**src/hdl/cc20_pkg.sv**
```systemverilog
package cc20_pkg;

    localparam int WORD_W        = 32;
    localparam int NUM_WORDS     = 16;
    localparam int BLOCK_BYTES   = 64;
    localparam int DOUBLE_ROUNDS_DEF = 10;
    localparam int CFG_IDX_W     = 3;
    localparam int CFG_DATA_W    = 64;

    // register indexes
    localparam logic [CFG_IDX_W-1:0] REG_KEY_0     = 3'd0;
    localparam logic [CFG_IDX_W-1:0] REG_KEY_1     = 3'd1;
    localparam logic [CFG_IDX_W-1:0] REG_KEY_2     = 3'd2;
    localparam logic [CFG_IDX_W-1:0] REG_KEY_3     = 3'd3;
    localparam logic [CFG_IDX_W-1:0] REG_NONCE_LOW = 3'd4;
    localparam logic [CFG_IDX_W-1:0] REG_NONCE_HI  = 3'd5;
    localparam logic [CFG_IDX_W-1:0] REG_INIT_CTR  = 3'd6;

    // "expand 32-byte k"
    localparam logic [WORD_W-1:0] SIGMA_0 = 32'h61707865;
    localparam logic [WORD_W-1:0] SIGMA_1 = 32'h3320646e;
    localparam logic [WORD_W-1:0] SIGMA_2 = 32'h79622d32;
    localparam logic [WORD_W-1:0] SIGMA_3 = 32'h6b206574;

    typedef logic [WORD_W-1:0] word_t;
    typedef word_t [NUM_WORDS-1:0] block_t;

    typedef struct packed {
        logic [7:0] data_in;
        logic       restart;
        logic       message_end;
    } in_item_t;

    typedef struct packed {
        logic [7:0] data_out;
        logic       last;
    } out_item_t;

endpackage

```
**src/hdl/cc20_core.sv**
```systemverilog
// Iterative block function: one quarter round per cycle on a shared unit,
// then a feed-forward add sweep over the 16 words, one word per cycle.
module cc20_core import cc20_pkg::*; #(
    parameter int DOUBLE_ROUNDS = DOUBLE_ROUNDS_DEF
) (
    input  logic   aclk,
    input  logic   aresetn,
    input  logic   start,
    input  block_t state_in,
    output logic   done,
    output block_t ks_out
);

    localparam int QR_COUNT = DOUBLE_ROUNDS * 8;
    localparam int QR_W     = $clog2(QR_COUNT);

    typedef enum logic [1:0] {ST_IDLE, ST_ROUND, ST_ADD} state_t;

    state_t           state_reg;
    logic [QR_W-1:0]  qr_reg;
    logic [3:0]       add_idx_reg;
    block_t           work_reg;
    logic             done_reg;

    // quarter round operand selection
    logic [1:0] col;
    logic       diag;
    logic [3:0] ia, ib, ic, id;
    word_t      a0, b0, c0, d0, a1, b1, c1, d1, a2, b2, c2, d2;

    always_comb begin
        col  = qr_reg[1:0];
        diag = qr_reg[2];
        ia = {2'b00, col};
        ib = {2'b01, diag ? col + 2'd1 : col};
        ic = {2'b10, diag ? col + 2'd2 : col};
        id = {2'b11, diag ? col + 2'd3 : col};
        a0 = work_reg[ia];
        b0 = work_reg[ib];
        c0 = work_reg[ic];
        d0 = work_reg[id];
        a1 = a0 + b0;
        d1 = d0 ^ a1; d1 = {d1[15:0], d1[31:16]};
        c1 = c0 + d1;
        b1 = b0 ^ c1; b1 = {b1[19:0], b1[31:20]};
        a2 = a1 + b1;
        d2 = d1 ^ a2; d2 = {d2[23:0], d2[31:24]};
        c2 = c1 + d2;
        b2 = b1 ^ c2; b2 = {b2[24:0], b2[31:25]};
    end

    always_ff @(posedge aclk) begin
        if (!aresetn) begin
            state_reg   <= ST_IDLE;
            qr_reg      <= '0;
            add_idx_reg <= '0;
            done_reg    <= 1'b0;
        end else begin
            done_reg <= 1'b0;
            unique case (state_reg)
                ST_IDLE: begin
                    if (start) begin
                        work_reg  <= state_in;
                        qr_reg    <= '0;
                        state_reg <= ST_ROUND;
                    end
                end
                ST_ROUND: begin
                    work_reg[ia] <= a2;
                    work_reg[ib] <= b2;
                    work_reg[ic] <= c2;
                    work_reg[id] <= d2;
                    if (qr_reg == QR_W'(QR_COUNT - 1)) begin
                        add_idx_reg <= '0;
                        state_reg   <= ST_ADD;
                    end else begin
                        qr_reg <= qr_reg + 1'b1;
                    end
                end
                ST_ADD: begin
                    work_reg[add_idx_reg] <= work_reg[add_idx_reg] + state_in[add_idx_reg];
                    add_idx_reg <= add_idx_reg + 1'b1;
                    if (add_idx_reg == 4'd15) begin
                        done_reg  <= 1'b1;
                        state_reg <= ST_IDLE;
                    end
                end
                default: state_reg <= ST_IDLE;
            endcase
        end
    end

    assign done   = done_reg;
    assign ks_out = work_reg;

    a_done_after_add: assert property (@(posedge aclk) disable iff (!aresetn)
        done_reg |-> $past(state_reg) == ST_ADD) else $error("done without add sweep");
    a_no_start_busy: assert property (@(posedge aclk) disable iff (!aresetn)
        (state_reg == ST_ROUND) |=> (state_reg == ST_ROUND || state_reg == ST_ADD))
        else $error("round sequence broken");
    a_done_pulse: assert property (@(posedge aclk) disable iff (!aresetn)
        done_reg |=> !done_reg) else $error("done longer than one cycle");

endmodule

```
**src/hdl/chacha20_keystream_xor.sv**
```systemverilog
// Channel  | Ports                                   | Accepted when
// ---------+-----------------------------------------+------------------------
// input    | s_valid, s_ready, s_item                | s_valid && s_ready
// result   | m_valid, m_ready, m_item                | m_valid && m_ready
// config   | cfg_we, cfg_index, cfg_data             | cfg_we
//
// A byte from the current keystream block is accepted in IDLE and then
// registered into the result in OUT. A byte that needs a new block waits for
// the round core: its quarter rounds, then its feed-forward add sweep.
// Reset is synchronous active low and loads the state from zeroed registers.
// Items overlap: the result waits in m_item under m_ready as a new one enters.
module chacha20_keystream_xor import cc20_pkg::*; #(
    parameter int DOUBLE_ROUNDS = DOUBLE_ROUNDS_DEF
) (
    input  logic                  aclk,
    input  logic                  aresetn,
    input  logic                  s_valid,
    output logic                  s_ready,
    input  in_item_t              s_item,
    output logic                  m_valid,
    input  logic                  m_ready,
    output out_item_t             m_item,
    input  logic                  cfg_we,
    input  logic [CFG_IDX_W-1:0]  cfg_index,
    input  logic [CFG_DATA_W-1:0] cfg_data
);

    typedef enum logic [1:0] {ST_IDLE, ST_GEN, ST_OUT, ST_HOLD} state_t;

    logic [63:0] key0_reg, key1_reg, key2_reg, key3_reg, nonce_lo_reg, ctr_reg;
    logic [31:0] nonce_hi_reg;

    state_t     state_reg;
    block_t     bstate_reg, bstate_next;
    logic [6:0] pos_reg;
    in_item_t   item_reg;
    out_item_t  m_item_reg;
    logic       m_valid_reg;

    logic       core_start;
    logic       core_done;
    block_t     ks_block;
    logic [5:0] p;
    word_t      ks_word;
    logic [7:0] ks_byte;

    // configuration registers
    always_ff @(posedge aclk) begin
        if (!aresetn) begin
            key0_reg <= '0; key1_reg <= '0; key2_reg <= '0; key3_reg <= '0;
            nonce_lo_reg <= '0; nonce_hi_reg <= '0; ctr_reg <= '0;
        end else if (cfg_we) begin
            unique case (cfg_index)
                REG_KEY_0:     key0_reg     <= cfg_data;
                REG_KEY_1:     key1_reg     <= cfg_data;
                REG_KEY_2:     key2_reg     <= cfg_data;
                REG_KEY_3:     key3_reg     <= cfg_data;
                REG_NONCE_LOW: nonce_lo_reg <= cfg_data;
                REG_NONCE_HI:  nonce_hi_reg <= cfg_data[31:0];
                REG_INIT_CTR:  ctr_reg      <= cfg_data;
                default: ;
            endcase
        end
    end

    // initial state built from the register values
    function automatic block_t load_state(
        input logic [63:0] k0, k1, k2, k3, nlo, ctr, input logic [31:0] nhi);
        block_t s;
        s[0] = SIGMA_0; s[1] = SIGMA_1; s[2] = SIGMA_2; s[3] = SIGMA_3;
        s[4] = k0[31:0]; s[5] = k0[63:32]; s[6] = k1[31:0]; s[7] = k1[63:32];
        s[8] = k2[31:0]; s[9] = k2[63:32]; s[10] = k3[31:0]; s[11] = k3[63:32];
        s[12] = ctr[31:0];
        s[13] = nlo[31:0] + ctr[63:32];
        s[14] = nlo[63:32];
        s[15] = nhi;
        return s;
    endfunction

    cc20_core #(.DOUBLE_ROUNDS(DOUBLE_ROUNDS)) u_core (
        .aclk     (aclk),
        .aresetn  (aresetn),
        .start    (core_start),
        .state_in (bstate_reg),
        .done     (core_done),
        .ks_out   (ks_block)
    );

    // keystream byte select
    always_comb begin
        p       = pos_reg[5:0];
        ks_word = ks_block[p[5:2]];
        ks_byte = ks_word[{p[1:0], 3'b000} +: 8];
    end

    // counter bump after a block is generated
    always_comb begin
        bstate_next     = bstate_reg;
        bstate_next[12] = bstate_reg[12] + 32'd1;
        if (bstate_reg[12] == 32'hffffffff)
            bstate_next[13] = bstate_reg[13] + 32'd1;
    end

    // one start pulse per block, the core is idle whenever GEN is entered
    assign core_start = (state_reg == ST_GEN);

    // sequencer
    always_ff @(posedge aclk) begin
        if (!aresetn) begin
            state_reg   <= ST_IDLE;
            pos_reg     <= 7'd64;
            m_valid_reg <= 1'b0;
            bstate_reg  <= load_state('0, '0, '0, '0, '0, '0, '0);
        end else begin
            if (m_valid_reg && m_ready && (state_reg != ST_OUT))
                m_valid_reg <= 1'b0;
            unique case (state_reg)
                ST_IDLE: begin
                    if (s_valid && s_ready) begin
                        item_reg <= s_item;
                        if (s_item.restart) begin
                            bstate_reg <= load_state(key0_reg, key1_reg, key2_reg, key3_reg,
                                                     nonce_lo_reg, ctr_reg, nonce_hi_reg);
                            pos_reg    <= 7'd64;
                            state_reg  <= ST_GEN;
                        end else if (pos_reg[6]) begin
                            state_reg <= ST_GEN;
                        end else begin
                            state_reg <= ST_OUT;
                        end
                    end
                end
                ST_GEN: begin
                    // core start issued here; wait in HOLD for done
                    state_reg <= ST_HOLD;
                end
                ST_HOLD: begin
                    if (core_done) begin
                        bstate_reg <= bstate_next;
                        pos_reg    <= 7'd0;
                        state_reg  <= ST_OUT;
                    end
                end
                ST_OUT: begin
                    if (!m_valid_reg || m_ready) begin
                        m_item_reg.data_out <= item_reg.data_in ^ ks_byte;
                        m_item_reg.last     <= item_reg.message_end;
                        m_valid_reg         <= 1'b1;
                        pos_reg             <= pos_reg + 7'd1;
                        state_reg           <= ST_IDLE;
                    end
                end
                default: state_reg <= ST_IDLE;
            endcase
        end
    end

    assign s_ready = (state_reg == ST_IDLE);
    assign m_valid = m_valid_reg;
    assign m_item  = m_item_reg;

    a_pos_range: assert property (@(posedge aclk) disable iff (!aresetn)
        (state_reg == ST_OUT) |-> !pos_reg[6]) else $error("byte position past block");
    a_gen_after_done: assert property (@(posedge aclk) disable iff (!aresetn)
        (state_reg == ST_HOLD && core_done) |=> (pos_reg == 7'd0))
        else $error("position not reset after new block");
    a_result_from_out: assert property (@(posedge aclk) disable iff (!aresetn)
        $rose(m_valid_reg) |-> $past(state_reg) == ST_OUT)
        else $error("result not from output step");

endmodule
```
**config.mk**
```make
export PLATFORM = sky130hd
export DESIGN_NAME = chacha20_keystream_xor
export DESIGN_NICKNAME = d
export VERILOG_FILES = /design/src/hdl/cc20_pkg.sv /design/src/hdl/cc20_core.sv /design/src/hdl/chacha20_keystream_xor.sv
export SDC_FILE = /design/constraint.sdc
export NUM_CORES = 2
export LEC_CHECK = 0
export BUFFER_PORTS_ARGS = -buffer_cell sky130_fd_sc_hd__buf_2
export CELL_PAD_IN_SITES_DETAIL_PLACEMENT = 2
export CELL_PAD_IN_SITES_GLOBAL_PLACEMENT = 2
export CORE_ASPECT_RATIO = 0.75
export CORE_MARGIN = 2
export CORE_UTILIZATION = 44
export DETAILED_ROUTE_END_ITERATION = 8
export PLACE_DENSITY_LB_ADDON = 0.15
export SLEW_MARGIN = 20
export SYNTH_ARGS = -nofsm -noshare
export SYNTH_HDL_FRONTEND = slang
export SYNTH_SLANG_ARGS = --single-unit
```
**constraint.sdc**
```tcl
create_clock -name aclk -period 144 [get_ports aclk]
set_input_delay 28.8 -clock aclk [delete_from_list [all_inputs] [get_ports aclk]]
set_output_delay 28.8 -clock aclk [all_outputs]
set_load 0.01 [all_outputs]
```
# == Word-level counts from Yosys, hierarchy flattened ==
# Cells that the tools add are included.
# W data, S select, Z words.
# totals
ff_bits,1482
inputBits,82
# op_classes
addsub,14
magnitude_cmp,11
eq_ne,24
n_shift,1
mux,63
bitwise_logic,6
reduce_logical,37
# ops
cell,count
$bwmux W512,5
$mux W512,3
$pmux W512 S3,1
$pmux W512 S2,1
$mux W448,1
$mux W32,13
$bmux W32 S4,3
$bmux W32 S2,4
$demux W32 S2,4
$add A32 B32 Y32,6
$demux W32 S4,1
$xor A32 B32 Y32,4
$add A32 B1 Y32 const B,2
$mux W7,6
$eq A32 B32 Y1 const B,1
$shiftx A32 B6 Y8,1
$mux W2,11
$pmux W7 S3,1
$lt A4 B5 Y1 const B,4
$reduce_and A2 Y1,9
$reduce_and A3 Y1,6
$add A7 B1 Y7 const B,2
$pmux W7 S2,1
$ge A4 B1 Y1 const B,3
other kinds (32),63

# == Depth between registers and ports, before layout ==
# logic_depth
depth_word,16
ltp_mapped,79

# == Hierarchy ==
# A second synthesis with hierarchy kept.
# hier_totals
hier_cells,10425
hier_area_um2,90797.1
# by_module_without_submodules
mod,instances,cells_per_inst,area_each_um2,seq_area_each_um2
cc20_core,1,6062,55177.9,15655.0
chacha20_keystream_xor,1,4363,35619.2,16776.1

# == Worst setup path before layout ==
# OpenSTA, ideal clock, no wires.
# synth_timing
kind,input -> register
start,input port aresetn
end,"register u_core.work_reg, in the netlist u_core.ks_out[0] (enable)"
setup_time_ns,2.016
arrival_time_ns,63.467
slack_ns,78.517
cell_stages,3
n_path_buf,1
cell_sequence,inv_2 -> clkbuf_1 -> nor3_1
# synth_between
elab_chain_len,1
# synth_rtl
element,line_no,rtl
from (decl),chacha20_keystream_xor.sv:16,"input logic aresetn,"
$reduce_and A3 Y1 (no line),n/a,
to (signal assigned),cc20_core.sv:63,work_reg <= state_in;
"to (signal, indexed assignment)",cc20_core.sv:81,work_reg[add_idx_reg] <= work_reg[add_idx_reg] + state_in[add_idx_reg];
to (decl),cc20_core.sv:22,block_t work_reg;
# Every way passes these cells.
# A chain may end at the register's enable or synchronous reset.

# == Final worst setup path ==
# layout_timing
start,input port aresetn
end,"register bstate_reg, in the netlist bstate_next[293]"
# layout_rtl
element,line_no,rtl
to (signal assigned),chacha20_keystream_xor.sv:113,"bstate_reg <= load_state('0, '0, '0, '0, '0, '0, '0);"
to (signal assigned),chacha20_keystream_xor.sv:122,"bstate_reg <= load_state(key0_reg, key1_reg, key2_reg, key3_reg,"
to (signal assigned),chacha20_keystream_xor.sv:139,bstate_reg <= bstate_next;
to (decl),chacha20_keystream_xor.sv:34,"block_t bstate_reg, bstate_next;"
# No word-level cell between the ends.

==> summary.txt <==
Site Rows - 143
Layout cells sized above 1 - 13.62%
Total negative setup slack - 0 ps
Clk buf depth - 4
DR WL/cell - 39.39 µm
Routed WL - 509,800 µm
Synth cell types - 93
Aggregate global routing overflow - 0
Largest net degree at the start of global routing - 182
Max frequency - 0.03039 GHz
Clk root buf - clkbuf_16
List of most frequent post-synthesis cells - nand2_1, a21oi_1, nor2_1
FFs w/ async S/R, synth - 0%
CTS tree - yes
Post-route insts no fill - 12,940
IO Count - 93
Cell area after layout - 97,830 µm²
Post-CTS Resized - 0
Worst Path Arrival - 33,610 ps
Area of the multi-input gates - 53,780 µm²
Die width - 524.4 µm
Yosys warning count - 0
H-tree Lvls - 4
Cell Area, Synth - 89,350 µm²
Fillers - 21,890
Num CTS Buffers - 162
Iter 0 DRT Violations - 13,360
Routed Antenna Nets - 0
Largest family of logic cells by synthesized area - compound AO/OA/AOI/OAI gates
Final setup fails - 0
Reg area - 32,460 µm²
CTS Hold Bufs - 0
CTS clk-pin slew, worst paths - 60 ps
Detailed-route via count - 93,620
# clock sinks - 1,355
Number of I/O port buffers - 92
Initial antenna violation count - 50
Top-count cell post-synth - nand2_1
Post-Syn Area per Cell - 8.507 µm²
CORE AREA - 202,200 µm²
Slew headroom - 5.718%
Post-DP HPWL - 352,400 µm
Number of global-route vias before repair - 95,500
Synthesized net count - 10,790
Syn-to-layout area delta - 9.487%
Max FFs per register - 512
Worst slew pin tran - 1408 ps
Crit path time final - 32,910 ps
Die area - 206,700 µm²
Mapped Cells - 10,500
FF+latch count, synth - 1,355
Postcts setup bufs - 0
EDFF count, synth - 530
Synth Area in Compound Gates - 20.11%
GP Congestion - 1.058
Final Hold Fails - 0
CP max FO - 181
Vias per Instance - 7.233
Hold crit path type - flop to flop
CP Launch Type - input pin
Initial Util - 44.19%
CP endpoint kind - flop
Reg-to-reg startpoint - u_core.qr_reg[0]
Final period utilization - 22.85%
Top cells by area, synth - dfxtp_1, edfxtp_1, mux4_2
GRT Util Overall - 48.16%
DRC - 0
WHS - 443.4 ps
Kind of critical path - input pin to flop
Multiplexer area fraction after synthesis - 16.19%
Post-synth top flop - dfxtp_1
Crit. Startpoint - aresetn
Max Cap Viol - 0
Post-synth top area share - 18.48%
Register area share after synthesis - 36.30%
Fin nets - 10,390
Final Skew - 54.65 ps
Simple-gate share of the synthesized area - 16.84%
HP Start - item_reg[0]
Cell taking the most area after synthesis - dfxtp_1
Pins Over Slew Limit - 0
DP Area - 92,380 µm²
Post-Synth Adder-Cell Area - 2.929%
Die Y - 394.3 µm
Required time of the critical path - 144,700 ps
Status - completed
Clock Latency Late Sink - 880 ps
Drt pass-1 iters - 8
Dpl cells - 12,630
Xor/xnor cell area share of the yosys netlist - 3.354%
RSZ-0062 raised after global routing - false
First-pass GRT wire length - 718,800 µm
-- worst paths after layout --
check / end / slack (ps) / depth (start not counted)
hold / removal: m_item[0] / 440 / 0
setup reg to reg: u_core.ks_out[198] / 121050 / 64
hold reg to reg: m_item[0] / 440 / 0
setup / recovery: bstate_next[293] / 111090 / 8
-- area by class of cell --
| class | instances | share of cell area [%] |
|---|---|---|
| Multi-Input combinational cell | 8136 | 54.97 |
| Sequential cell | 1355 | 33.18 |
| Clock buffer | 221 | 4.770 |
| Tap cell | 2682 | 3.430 |
| Timing Repair Buffer | 324 | 2.430 |
| Clock inverter | 67 | 0.6292 |
| Inverter | 128 | 0.5065 |
| Antenna cell | 30 | 0.07674 |
-- stage by stage --
step                      worst slack (ps)  utilization, %
final                               111090           48.39
after global routing                110940           48.35
after CTS                           111350           48.31
after floorplan                      78520               -
after global placement              110550           45.66
after detailed placement            110440           45.69
-- critical path: stages --
cell and delay (ps):
buf_2 140, inv_8 270, buf_4 750, buf_12 550
buf_12 630, buf_4 720, buf_4 910, a21oi_1 130
-- metal layers --
metal	GRT usage, %	part of all wire (%)	vias to the layer above
met5	0.7689	0.069	-
met4	35.69	9.2	46
met3	16.40	13	2075
met2	68.61	41	6576
met1	60.10	37	47760
li1	-	-	37170
-- logic make-up (layout without fill, tap and decap cells) --
kind of cell | after synthesis | count (layout)
AOI/OAI and AO/OA | 3032 | 3032
xor gates and xnor gates | 322 | 322
adders and majority gates | 206 | 206
buffers and inverters | 1012 | 740
DFF | 1355 | 1355
muxes | 806 | 806
other | 0 | 30
and+or+nand+nor | 3770 | 3770
-- placed cells by master (no fill, tap or decap), drive strengths merged, types with 156 or more instances in the layout --
cell and count:
nand2 2379, a21oi 1281, nor2 967, o21ai 885, dfxtp 825, edfxtp 530
mux4 496, buf 324, a221oi 265, clkbuf 221, ha 198, xnor2 175
mux2 156
Power is left out: the tool's default activity adds up to more than one toggle a clock period on the data nets, which glitch-free logic cannot reach.
